`src/rtl/j1939_gnss_frame_decoder_assert.svh`:
```
// ----------------------------------------------------------------------------
// J1939 GNSS frame decoder assertion macros
// Shared concurrent assertion forms, clocked and reset-qualified.
// ----------------------------------------------------------------------------
`ifndef J1939_GNSS_FRAME_DECODER_ASSERT_SVH
`define J1939_GNSS_FRAME_DECODER_ASSERT_SVH

// Consequent must hold in the same cycle as the antecedent.
`define JGFD_ASSERT_SAME(label, clk, rst_n, ante, cons) \
  label: assert property (@(posedge clk) disable iff (!rst_n) (ante) |-> (cons)) \
    else $error("jgfd assertion failed");

// Consequent must hold in the cycle after the antecedent.
`define JGFD_ASSERT_NEXT(label, clk, rst_n, ante, cons) \
  label: assert property (@(posedge clk) disable iff (!rst_n) (ante) |=> (cons)) \
    else $error("jgfd assertion failed");

`endif

```
`src/rtl/jgfd_pkg.sv`:
```
// ----------------------------------------------------------------------------
// J1939 GNSS frame decoder package
// Field widths, update kinds, PGN codes and decode limits.
// ----------------------------------------------------------------------------
package jgfd_pkg;

  // Field widths
  localparam int ID_W   = 29;
  localparam int LEN_W  = 4;
  localparam int DATA_W = 64;
  localparam int KIND_W = 3;
  localparam int SA_W   = 8;
  localparam int FLAG_W = 5;

  // Update kind reported with every result
  typedef enum logic [KIND_W-1:0] {
    KIND_IGNORED  = 3'd0,
    KIND_POSITION = 3'd1,
    KIND_TIME     = 3'd2,
    KIND_ALTITUDE = 3'd3,
    KIND_HEADING  = 3'd4,
    KIND_SPEED    = 3'd5,
    KIND_REJECTED = 3'd6
  } kind_t;

  typedef logic [FLAG_W-1:0] flags_t;

  // Valid flag bit positions
  localparam int FLAG_POSITION = 0;
  localparam int FLAG_TIME     = 1;
  localparam int FLAG_ALTITUDE = 2;
  localparam int FLAG_HEADING  = 3;
  localparam int FLAG_SPEED    = 4;

  // PGN extraction
  localparam logic [17:0] PGN_POSITION  = 18'h0FEF3;
  localparam logic [17:0] PGN_TIME      = 18'h0FEF0;
  localparam logic [17:0] PGN_ALTITUDE  = 18'h0FEF2;
  localparam logic [17:0] PGN_HEADING   = 18'h0FE45;
  localparam logic [17:0] PGN_SPEED     = 18'h0FEF1;
  localparam logic [17:0] PDU1_PGN_MASK = 18'h3FF00;
  localparam logic [7:0]  PF_PDU2_MIN   = 8'hF0;

  // Minimum data lengths
  localparam logic [LEN_W-1:0] LEN_POSITION = 4'd8;
  localparam logic [LEN_W-1:0] LEN_TIME     = 4'd4;
  localparam logic [LEN_W-1:0] LEN_ALTITUDE = 4'd4;
  localparam logic [LEN_W-1:0] LEN_HEADING  = 4'd2;
  localparam logic [LEN_W-1:0] LEN_SPEED    = 4'd3;

  // Not-available codes
  localparam logic [31:0] NA_COORD = 32'h7FFF_FFFF;
  localparam logic [31:0] NA_U32   = 32'hFFFF_FFFF;
  localparam logic [15:0] NA_U16   = 16'hFFFF;

  // Range limits
  localparam logic signed [31:0] LAT_MAX = 32'sd900000000;
  localparam logic signed [31:0] LAT_MIN = -32'sd900000000;
  localparam logic signed [31:0] LON_MAX = 32'sd1800000000;
  localparam logic signed [31:0] LON_MIN = -32'sd1800000000;
  localparam logic [7:0]  HOUR_MAX   = 8'd23;
  localparam logic [7:0]  MINUTE_MAX = 8'd59;
  localparam logic [15:0] MILLIS_MAX = 16'd59999;

  // Receiver source address after reset
  localparam logic [SA_W-1:0] RSA_RESET = 8'd28;

endpackage

```
`src/rtl/jgfd_if.sv`:
```
// ----------------------------------------------------------------------------
// J1939 GNSS frame decoder channels
// Valid/ready channels for CAN frames in and decoded snapshots out.
// ----------------------------------------------------------------------------

// CAN frame request channel
interface jgfd_frame_if import jgfd_pkg::*; ();
  logic              valid;
  logic              ready;
  logic              is_extended;
  logic [ID_W-1:0]   identifier;
  logic [LEN_W-1:0]  data_length;
  logic [DATA_W-1:0] payload;

  modport source (output valid, is_extended, identifier, data_length, payload,
                  input ready);
  modport sink   (input valid, is_extended, identifier, data_length, payload,
                  output ready);
endinterface

// Decode result channel
interface jgfd_result_if import jgfd_pkg::*; ();
  logic               valid;
  logic               ready;
  logic [KIND_W-1:0]  update_kind;
  logic signed [30:0] latitude_raw;
  logic signed [31:0] longitude_raw;
  logic [4:0]         hour_of_day;
  logic [5:0]         minute_of_hour;
  logic [15:0]        millis_of_minute;
  logic [31:0]        altitude_raw;
  logic [15:0]        heading_raw;
  logic [15:0]        speed_raw;
  logic [FLAG_W-1:0]  valid_flags;

  modport source (output valid, update_kind, latitude_raw, longitude_raw, hour_of_day,
                  minute_of_hour, millis_of_minute, altitude_raw, heading_raw,
                  speed_raw, valid_flags,
                  input ready);
  modport sink   (input valid, update_kind, latitude_raw, longitude_raw, hour_of_day,
                  minute_of_hour, millis_of_minute, altitude_raw, heading_raw,
                  speed_raw, valid_flags,
                  output ready);
endinterface

```
`src/rtl/j1939_gnss_frame_decoder.sv`:
```
// ----------------------------------------------------------------------------
// J1939 GNSS frame decoder
// Decodes position, time, altitude, heading and wheel speed PGNs from CAN
// frames into a latched snapshot of raw scaled values with valid flags.
// ----------------------------------------------------------------------------
//
//  channel  | direction | handshake      | payload
//  ---------+-----------+----------------+----------------------------------
//  in_if    | in        | valid / ready  | is_extended, identifier, length,
//           |           |                | payload bytes
//  out_if   | out       | valid / ready  | update kind + full snapshot
//  cfg_*    | in        | write enable   | receiver source address
//
// One frame per cycle if not stalled; results appear in the cycle after the
// request is taken, from the result register fed by the single decode stage.
// Reset clears the snapshot and all valid flags; source address returns to 28.
// A stalled result holds; a new frame is taken in the cycle the pending
// result leaves, so the output register alone sets the throughput.
// ----------------------------------------------------------------------------
`include "j1939_gnss_frame_decoder_assert.svh"

module j1939_gnss_frame_decoder import jgfd_pkg::*; (
  input  logic            clk,
  input  logic            rst_n,
  input  logic            cfg_we,
  input  logic [SA_W-1:0] cfg_wdata,
  jgfd_frame_if.sink      in_if,
  jgfd_result_if.source   out_if
);

  // Registers
  logic [SA_W-1:0] rsa_r;
  logic            out_valid_r;
  kind_t           kind_r,    kind_nxt;
  logic [30:0]     lat_r,     lat_nxt;
  logic [31:0]     lon_r,     lon_nxt;
  logic [4:0]      hour_r,    hour_nxt;
  logic [5:0]      minute_r,  minute_nxt;
  logic [15:0]     millis_r,  millis_nxt;
  logic [31:0]     alt_r,     alt_nxt;
  logic [15:0]     heading_r, heading_nxt;
  logic [15:0]     speed_r,   speed_nxt;
  flags_t          valid_r,   valid_nxt;

  // Frame fields
  logic        in_fire;
  logic [7:0]  src_addr;
  logic [7:0]  pdu_format;
  logic [17:0] pgn_raw;
  logic [17:0] pgn;
  logic [31:0] lat_word;
  logic [31:0] lon_word;
  logic [15:0] ms_word;
  logic [7:0]  min_byte;
  logic [7:0]  hour_byte;
  logic [15:0] speed_word;
  logic        lat_ok;
  logic        lon_ok;

  // Take a new request whenever the result register is free or draining
  assign in_fire     = in_if.valid && in_if.ready;
  assign in_if.ready = !out_valid_r || out_if.ready;

  // Split identifier and payload
  assign src_addr   = in_if.identifier[7:0];
  assign pdu_format = in_if.identifier[23:16];
  assign pgn_raw    = in_if.identifier[25:8];
  assign pgn        = (pdu_format >= PF_PDU2_MIN) ? pgn_raw : (pgn_raw & PDU1_PGN_MASK);
  assign lat_word   = in_if.payload[31:0];
  assign lon_word   = in_if.payload[63:32];
  assign ms_word    = in_if.payload[15:0];
  assign min_byte   = in_if.payload[23:16];
  assign hour_byte  = in_if.payload[31:24];
  assign speed_word = in_if.payload[23:8];

  // Signed range checks on coordinates
  assign lat_ok = ($signed(lat_word) <= LAT_MAX) && ($signed(lat_word) >= LAT_MIN);
  assign lon_ok = ($signed(lon_word) <= LON_MAX) && ($signed(lon_word) >= LON_MIN);

  // Decode one frame against the current snapshot
  always_comb begin
    kind_nxt    = KIND_IGNORED;
    lat_nxt     = lat_r;
    lon_nxt     = lon_r;
    hour_nxt    = hour_r;
    minute_nxt  = minute_r;
    millis_nxt  = millis_r;
    alt_nxt     = alt_r;
    heading_nxt = heading_r;
    speed_nxt   = speed_r;
    valid_nxt   = valid_r;
    if (in_if.is_extended) begin
      if (pgn == PGN_SPEED) begin
        if (in_if.data_length < LEN_SPEED || speed_word == NA_U16) begin
          kind_nxt = KIND_REJECTED;
        end else begin
          kind_nxt              = KIND_SPEED;
          speed_nxt             = speed_word;
          valid_nxt[FLAG_SPEED] = 1'b1;
        end
      end else if (src_addr == rsa_r) begin
        if (pgn == PGN_POSITION) begin
          if (in_if.data_length < LEN_POSITION || lat_word == NA_COORD ||
              lon_word == NA_COORD || !lat_ok || !lon_ok) begin
            kind_nxt = KIND_REJECTED;
          end else begin
            kind_nxt                 = KIND_POSITION;
            lat_nxt                  = lat_word[30:0];
            lon_nxt                  = lon_word;
            valid_nxt[FLAG_POSITION] = 1'b1;
          end
        end else if (pgn == PGN_TIME) begin
          if (in_if.data_length < LEN_TIME || hour_byte > HOUR_MAX ||
              min_byte > MINUTE_MAX || ms_word > MILLIS_MAX) begin
            kind_nxt = KIND_REJECTED;
          end else begin
            kind_nxt             = KIND_TIME;
            hour_nxt             = hour_byte[4:0];
            minute_nxt           = min_byte[5:0];
            millis_nxt           = ms_word;
            valid_nxt[FLAG_TIME] = 1'b1;
          end
        end else if (pgn == PGN_ALTITUDE) begin
          if (in_if.data_length < LEN_ALTITUDE || lat_word == NA_U32) begin
            kind_nxt = KIND_REJECTED;
          end else begin
            kind_nxt                 = KIND_ALTITUDE;
            alt_nxt                  = lat_word;
            valid_nxt[FLAG_ALTITUDE] = 1'b1;
          end
        end else if (pgn == PGN_HEADING) begin
          if (in_if.data_length < LEN_HEADING || ms_word == NA_U16) begin
            kind_nxt = KIND_REJECTED;
          end else begin
            kind_nxt                = KIND_HEADING;
            heading_nxt             = ms_word;
            valid_nxt[FLAG_HEADING] = 1'b1;
          end
        end
      end
    end
  end

  // Hold config, snapshot and result handshake
  always_ff @(posedge clk) begin
    if (!rst_n) begin
      rsa_r       <= RSA_RESET;
      out_valid_r <= 1'b0;
      kind_r      <= KIND_IGNORED;
      lat_r       <= '0;
      lon_r       <= '0;
      hour_r      <= '0;
      minute_r    <= '0;
      millis_r    <= '0;
      alt_r       <= '0;
      heading_r   <= '0;
      speed_r     <= '0;
      valid_r     <= '0;
    end else begin
      if (cfg_we) begin
        rsa_r <= cfg_wdata;
      end
      if (in_fire) begin
        out_valid_r <= 1'b1;
        kind_r      <= kind_nxt;
        lat_r       <= lat_nxt;
        lon_r       <= lon_nxt;
        hour_r      <= hour_nxt;
        minute_r    <= minute_nxt;
        millis_r    <= millis_nxt;
        alt_r       <= alt_nxt;
        heading_r   <= heading_nxt;
        speed_r     <= speed_nxt;
        valid_r     <= valid_nxt;
      end else if (out_if.ready) begin
        out_valid_r <= 1'b0;
      end
    end
  end

  // Drive the result channel straight from the snapshot registers
  assign out_if.valid            = out_valid_r;
  assign out_if.update_kind      = kind_r;
  assign out_if.latitude_raw     = $signed(lat_r);
  assign out_if.longitude_raw    = $signed(lon_r);
  assign out_if.hour_of_day      = hour_r;
  assign out_if.minute_of_hour   = minute_r;
  assign out_if.millis_of_minute = millis_r;
  assign out_if.altitude_raw     = alt_r;
  assign out_if.heading_raw      = heading_r;
  assign out_if.speed_raw        = speed_r;
  assign out_if.valid_flags      = valid_r;

  // Checks
  `JGFD_ASSERT_NEXT(a_flags_sticky, clk, rst_n, 1'b1, (valid_r & $past(valid_r)) == $past(valid_r))
  `JGFD_ASSERT_NEXT(a_std_ignored, clk, rst_n, in_fire && !in_if.is_extended, kind_r == KIND_IGNORED)
  `JGFD_ASSERT_NEXT(a_reject_holds, clk, rst_n, in_fire && kind_nxt == KIND_REJECTED, $stable(valid_r) && $stable(lat_r) && $stable(speed_r))
  `JGFD_ASSERT_SAME(a_speed_flag, clk, rst_n, out_valid_r && kind_r == KIND_SPEED, valid_r[FLAG_SPEED])

endmodule
```
`src/flat_wrapper.sv`:
```
// flat-port wrapper written by rule: the top's interface ports become plain ports
module j1939_gnss_frame_decoder_flat import jgfd_pkg::*;
  (clk, rst_n, cfg_we, cfg_wdata, in_if_valid, in_if_is_extended, in_if_identifier, in_if_data_length, in_if_payload, in_if_ready, out_if_valid, out_if_update_kind, out_if_latitude_raw, out_if_longitude_raw, out_if_hour_of_day, out_if_minute_of_hour, out_if_millis_of_minute, out_if_altitude_raw, out_if_heading_raw, out_if_speed_raw, out_if_valid_flags, out_if_ready);
  jgfd_frame_if in_if_i ();
  jgfd_result_if out_if_i ();
  input  logic clk;
  input  logic rst_n;
  input  logic cfg_we;
  input  logic [SA_W-1:0] cfg_wdata;
  input wire logic [$bits(in_if_i.valid)-1:0] in_if_valid;
  input wire logic [$bits(in_if_i.is_extended)-1:0] in_if_is_extended;
  input wire logic [$bits(in_if_i.identifier)-1:0] in_if_identifier;
  input wire logic [$bits(in_if_i.data_length)-1:0] in_if_data_length;
  input wire logic [$bits(in_if_i.payload)-1:0] in_if_payload;
  output wire logic [$bits(in_if_i.ready)-1:0] in_if_ready;
  output wire logic [$bits(out_if_i.valid)-1:0] out_if_valid;
  output wire logic [$bits(out_if_i.update_kind)-1:0] out_if_update_kind;
  output wire logic [$bits(out_if_i.latitude_raw)-1:0] out_if_latitude_raw;
  output wire logic [$bits(out_if_i.longitude_raw)-1:0] out_if_longitude_raw;
  output wire logic [$bits(out_if_i.hour_of_day)-1:0] out_if_hour_of_day;
  output wire logic [$bits(out_if_i.minute_of_hour)-1:0] out_if_minute_of_hour;
  output wire logic [$bits(out_if_i.millis_of_minute)-1:0] out_if_millis_of_minute;
  output wire logic [$bits(out_if_i.altitude_raw)-1:0] out_if_altitude_raw;
  output wire logic [$bits(out_if_i.heading_raw)-1:0] out_if_heading_raw;
  output wire logic [$bits(out_if_i.speed_raw)-1:0] out_if_speed_raw;
  output wire logic [$bits(out_if_i.valid_flags)-1:0] out_if_valid_flags;
  input wire logic [$bits(out_if_i.ready)-1:0] out_if_ready;
  assign in_if_i.valid = in_if_valid;
  assign in_if_i.is_extended = in_if_is_extended;
  assign in_if_i.identifier = in_if_identifier;
  assign in_if_i.data_length = in_if_data_length;
  assign in_if_i.payload = in_if_payload;
  assign in_if_ready = in_if_i.ready;
  assign out_if_valid = out_if_i.valid;
  assign out_if_update_kind = out_if_i.update_kind;
  assign out_if_latitude_raw = out_if_i.latitude_raw;
  assign out_if_longitude_raw = out_if_i.longitude_raw;
  assign out_if_hour_of_day = out_if_i.hour_of_day;
  assign out_if_minute_of_hour = out_if_i.minute_of_hour;
  assign out_if_millis_of_minute = out_if_i.millis_of_minute;
  assign out_if_altitude_raw = out_if_i.altitude_raw;
  assign out_if_heading_raw = out_if_i.heading_raw;
  assign out_if_speed_raw = out_if_i.speed_raw;
  assign out_if_valid_flags = out_if_i.valid_flags;
  assign out_if_i.ready = out_if_ready;
  j1939_gnss_frame_decoder u_core (.clk(clk), .rst_n(rst_n), .cfg_we(cfg_we), .cfg_wdata(cfg_wdata), .in_if(in_if_i), .out_if(out_if_i));
endmodule
```
`config.mk`:
```
export PLATFORM = sky130hd
export DESIGN_NAME = j1939_gnss_frame_decoder_flat
export DESIGN_NICKNAME = d
export VERILOG_FILES = /design/src/rtl/jgfd_pkg.sv /design/src/rtl/jgfd_if.sv /design/src/rtl/j1939_gnss_frame_decoder.sv /design/src/flat_wrapper.sv
export VERILOG_INCLUDE_DIRS = /design/src /design/src/rtl
export SDC_FILE = /design/constraint.sdc
export NUM_CORES = 1
export LEC_CHECK = 0
export BUFFER_PORTS_ARGS = -buffer_cell sky130_fd_sc_hd__buf_2
export CAP_MARGIN = 10
export CORE_MARGIN = 10
export CORE_UTILIZATION = 40
export CTS_BUF_LIST = sky130_fd_sc_hd__clkbuf_4 sky130_fd_sc_hd__clkbuf_8
export DETAILED_ROUTE_END_ITERATION = 10
export PLACE_DENSITY = 0.67
export SYNTH_ARGS = -nofsm -noshare
export SYNTH_HDL_FRONTEND = slang
export SYNTH_SLANG_ARGS = --single-unit
```
`constraint.sdc`:
```
create_clock -name clk -period 6.7 [get_ports clk]
set_input_delay 0.67 -clock clk [delete_from_list [all_inputs] [get_ports clk]]
set_output_delay 0.67 -clock clk [all_outputs]
set_load 0.05 [all_outputs]
```
==> impl_metrics.py <==
metrics = {
    "yosys": {
        "ys_seq_area_share_pct": 45.34,
        "synth_flop_cell": "dfxtp_1",
        "synth-edff-count": 0,
        "synthesis.nets": 951,
        "post-synth-top-area-cell": "dfxtp_1",
        "synth.top_cell.area_share_pct": 45.34,
        "synthesis.area_sq_um": 7550,
        "syn_avg_cell_area_sq_um": 8.988,
        "synth_cell_types": 60,
        "ys_ff_latch": 171,
        "synthCells": 840,
        "async_reset_ff_share_pct": 0,
        "synth.area.top_cells": "dfxtp_1 45%, mux2i_1 15%, nand2_1 12%",
        "ys_warn_count": 0,
    },
    "routing": {
        "wl_um": 24860,
        "vias": 6695,
        "drt-vias-per-instance": 5.057,
        "postRouteAntennaNets": 0,
        "first_pass_iters": 4,
        "drt_iter0_drc": 360,
        "drc": 0,
        "wire_per_inst_um": 18.78,
    },
    "timing": {
        "finClkSkew_ns": 0.01038,
        "rsz0062_at_grt": "false",
        "fin_crit_sh_pct": 45.28,
        "tightest_slew_ns": 1.059,
        "fin_crit_ns": 3.034,
        "max_freq_ghz": 0.3296,
        "hold_viol_final": 0,
        "setup_viol": 0,
        "setup-tns-final_ns": 0,
        "relSlewSlack_pct": 29.38,
        "holdWs_ns": 0.4217,
        "final_max_slew_viol_count": 0,
    },
    "floorplanning": {
        "die_x_um": 157.4,
        "dieArea_sq_um": 24770,
        "start_util_pct": 40.50,
        "die-height_um": 157.4,
        "rows": 50,
        "pin_count": 275,
        "core_area_sq_um": 18640,
    },
    "clock_tree": {
        "cts_buffers": 17,
        "postCtsHoldBufs": 0,
        "htree_levels": 4,
        "post-cts-setup-buffer-count": 0,
        "insertion_delay_ns": 0.46,
        "cts.path.max_buffers": 2,
        "root_buffer": "clkbuf_8",
        "cts_tree": "done",
        "clk_pin_slew_worst_paths_ns": 0.10,
        "ctsResizeCount": 0,
        "clock_sinks": 171,
    },
    "worst_setup_path": {
        "critPathKind": "reg -> reg",
        "worstSetupEndpointType": "flip-flop",
        "ff2ff_path_depth": 7,
        "regToRegStartpoint": "u_core.rsa_r[4]",
        "r2r_slack_ns": 3.67,
        "critPathLaunchType": "flip-flop",
        "critPathArrivalTime_ns": 3.42,
        "r2r-end": "u_core.out_if.latitude_raw[19]",
        "worstPathMaxFanout": 36,
        "worstPathRequired_ns": 7.09,
    },
    "grt": {
        "grt-ovfl-total": 0,
        "grt_antenna_before_repair": 4,
        "grt_max_degree": 148,
        "grt_pass1_wl_um": 37250,
        "grt_pass1_vias": 6375,
        "grt_usage_pct": 19.39,
    },
    "power": {
        "leakage_uw": 0.004015,
        "power.density_nw_per_um2": 203.8,
        "max-vdd-ir-drop_uv": 173.2,
        "total_power_uw": 1899,
    },
    "placement": {
        "place_congestion": 0.8360,
        "placed_cells": 1290,
        "dp_hpwl_um": 18110,
        "port-buffer-count": 271,
    },
    "worst_hold_path": {
        "holdCritStartpoint": "cfg_wdata[4]",
        "min_to": "u_core.rsa_r[4]",
        "whs_path_depth": 3,
        "hold_path.class": "in -> reg",
    },
    "finish": {
        "stdcell_count": 1324,
        "fillers": 1843,
        "syn2layout_area_growth_pct": 23.45,
        "final_layout_size_suffix_gt1_share_pct": 29.23,
        "fin_util_pct": 49.99,
        "fin_nets": 1186,
    },
    "job": {
        "maxCapViolCount": 0,
    },
    "run_status": {
        "status": "finished clean",
    },
}
-- metal layers --
metal,track usage [%],part of all wire (%),up-vias
li1,-,-,3323
met1,25.10,46,3119
met2,30.35,45,224
met3,5.349,7.1,25
met4,6.679,1.9,4
met5,0,0.084,-
-- cells in the final DEF, fill, tap and decap left out, types with 5 or more instances in the layout --
master and instances:
buf_2 270, nand2_1 240, dfxtp_1 171, mux2i_1 114, nor2b_1 49, a21boi_1 42, clkbuf_8 17, nor2_1 16
nand4_1 13, nand3_1 12, nor3_1 10, nor4_1 9, xor2_1 8, a21boi_0 8, o21a_1 6, buf_4 6
o21ai_0 5, a211oi_1 5
-- area by class of cell --
class | count | area (sq um) | share of cell area (%)
clock inverter | 15 | 158.9 | 1.705
inverter | 4 | 15.01 | 0.1611
multi-input combinational | 604 | 3784 | 40.60
clock buffer | 17 | 234.0 | 2.510
sequential | 171 | 3423 | 36.73
timing repair buffer | 277 | 1408 | 15.10
tap | 234 | 292.8 | 3.141
antenna | 2 | 5.005 | 0.05370
-- worst max-delay path by stage --
stage                              startpoint                              to  slack (ns)  cells after the start
after CTS                     u_core.rsa_r[4]  u_core.out_if.latitude_raw[19]        3.62                      7
final                         u_core.rsa_r[4]  u_core.out_if.latitude_raw[19]        3.67                      7
after floorplan             in_if_payload[27]  u_core.out_if.latitude_raw[10]        4.03                      9
after global routing          u_core.rsa_r[4]  u_core.out_if.latitude_raw[23]        3.37                      7
after global placement    in_if_identifier[4]  u_core.out_if.latitude_raw[11]        3.24                      8
after detailed placement  in_if_identifier[4]  u_core.out_if.latitude_raw[19]        3.22                      8
-- flip-flops by register name, summed over array words and instances, names as in the netlist --
signal,count
u_core.out_if.altitude_raw,32
u_core.out_if.longitude_raw,32
u_core.out_if.latitude_raw,31
u_core.out_if.heading_raw,16
u_core.out_if.millis_of_minute,16
u_core.out_if.speed_raw,16
u_core.rsa_r,8
u_core.out_if.minute_of_hour,6
u_core.out_if.hour_of_day,5
u_core.out_if.valid_flags,5
u_core.out_if.update_kind,3
u_core.out_if.valid,1
-- cells in the mapped netlist (all sizes together), types with 5 or more instances --
master / number
a21boi: 50
buf: 15
nor2b: 49
nor4: 11
nor4b: 5
nand2: 240
nor2: 16
mux2i: 114
clkbuf: 46
xor2: 8
nand4: 13
nor3: 11
nand3: 12
a211oi: 6
o21ai: 6
dfxtp: 171
o21a: 6
-- logic make-up after synthesis --
group | share of synthesized area [%]
buffers and inverters | 4.707
xor gates and xnor gates | 0.9281
muxes | 15.26
and+or+nand+nor | 24.33
DFF | 45.34
AOI/OAI and AO/OA | 9.430
-- critical path, cell delays in order (launching register included) --
cell and delay [ns]:
dfxtp_1 0.34, xor2_1 0.16, nor4_1 0.61, o2111ai_1 0.47, nor3_1 0.28, nor4b_4 0.24, buf_4 0.58, mux2i_1 0.28
-- where the power goes --
group | internal, uW | switching (uW) | total [uW] | leakage [uW]
sequential | 1020 | 2.25 | 1020 | 0.00138
clock | 308 | 425 | 733 | 0.000188
combinational | 53.8 | 91.4 | 145 | 0.00245
-- per-stage QoR --
step	cell area, sq um	worst slack, ns
2_1_floorplan	7550	4.026
3_3_place_gp	8922	3.235
3_5_place_dp	8922	3.224
4_1_cts	9315	3.620
5_1_grt	9318	3.374
6_report	9320	3.666
Power figures use the tool's default switching activity.
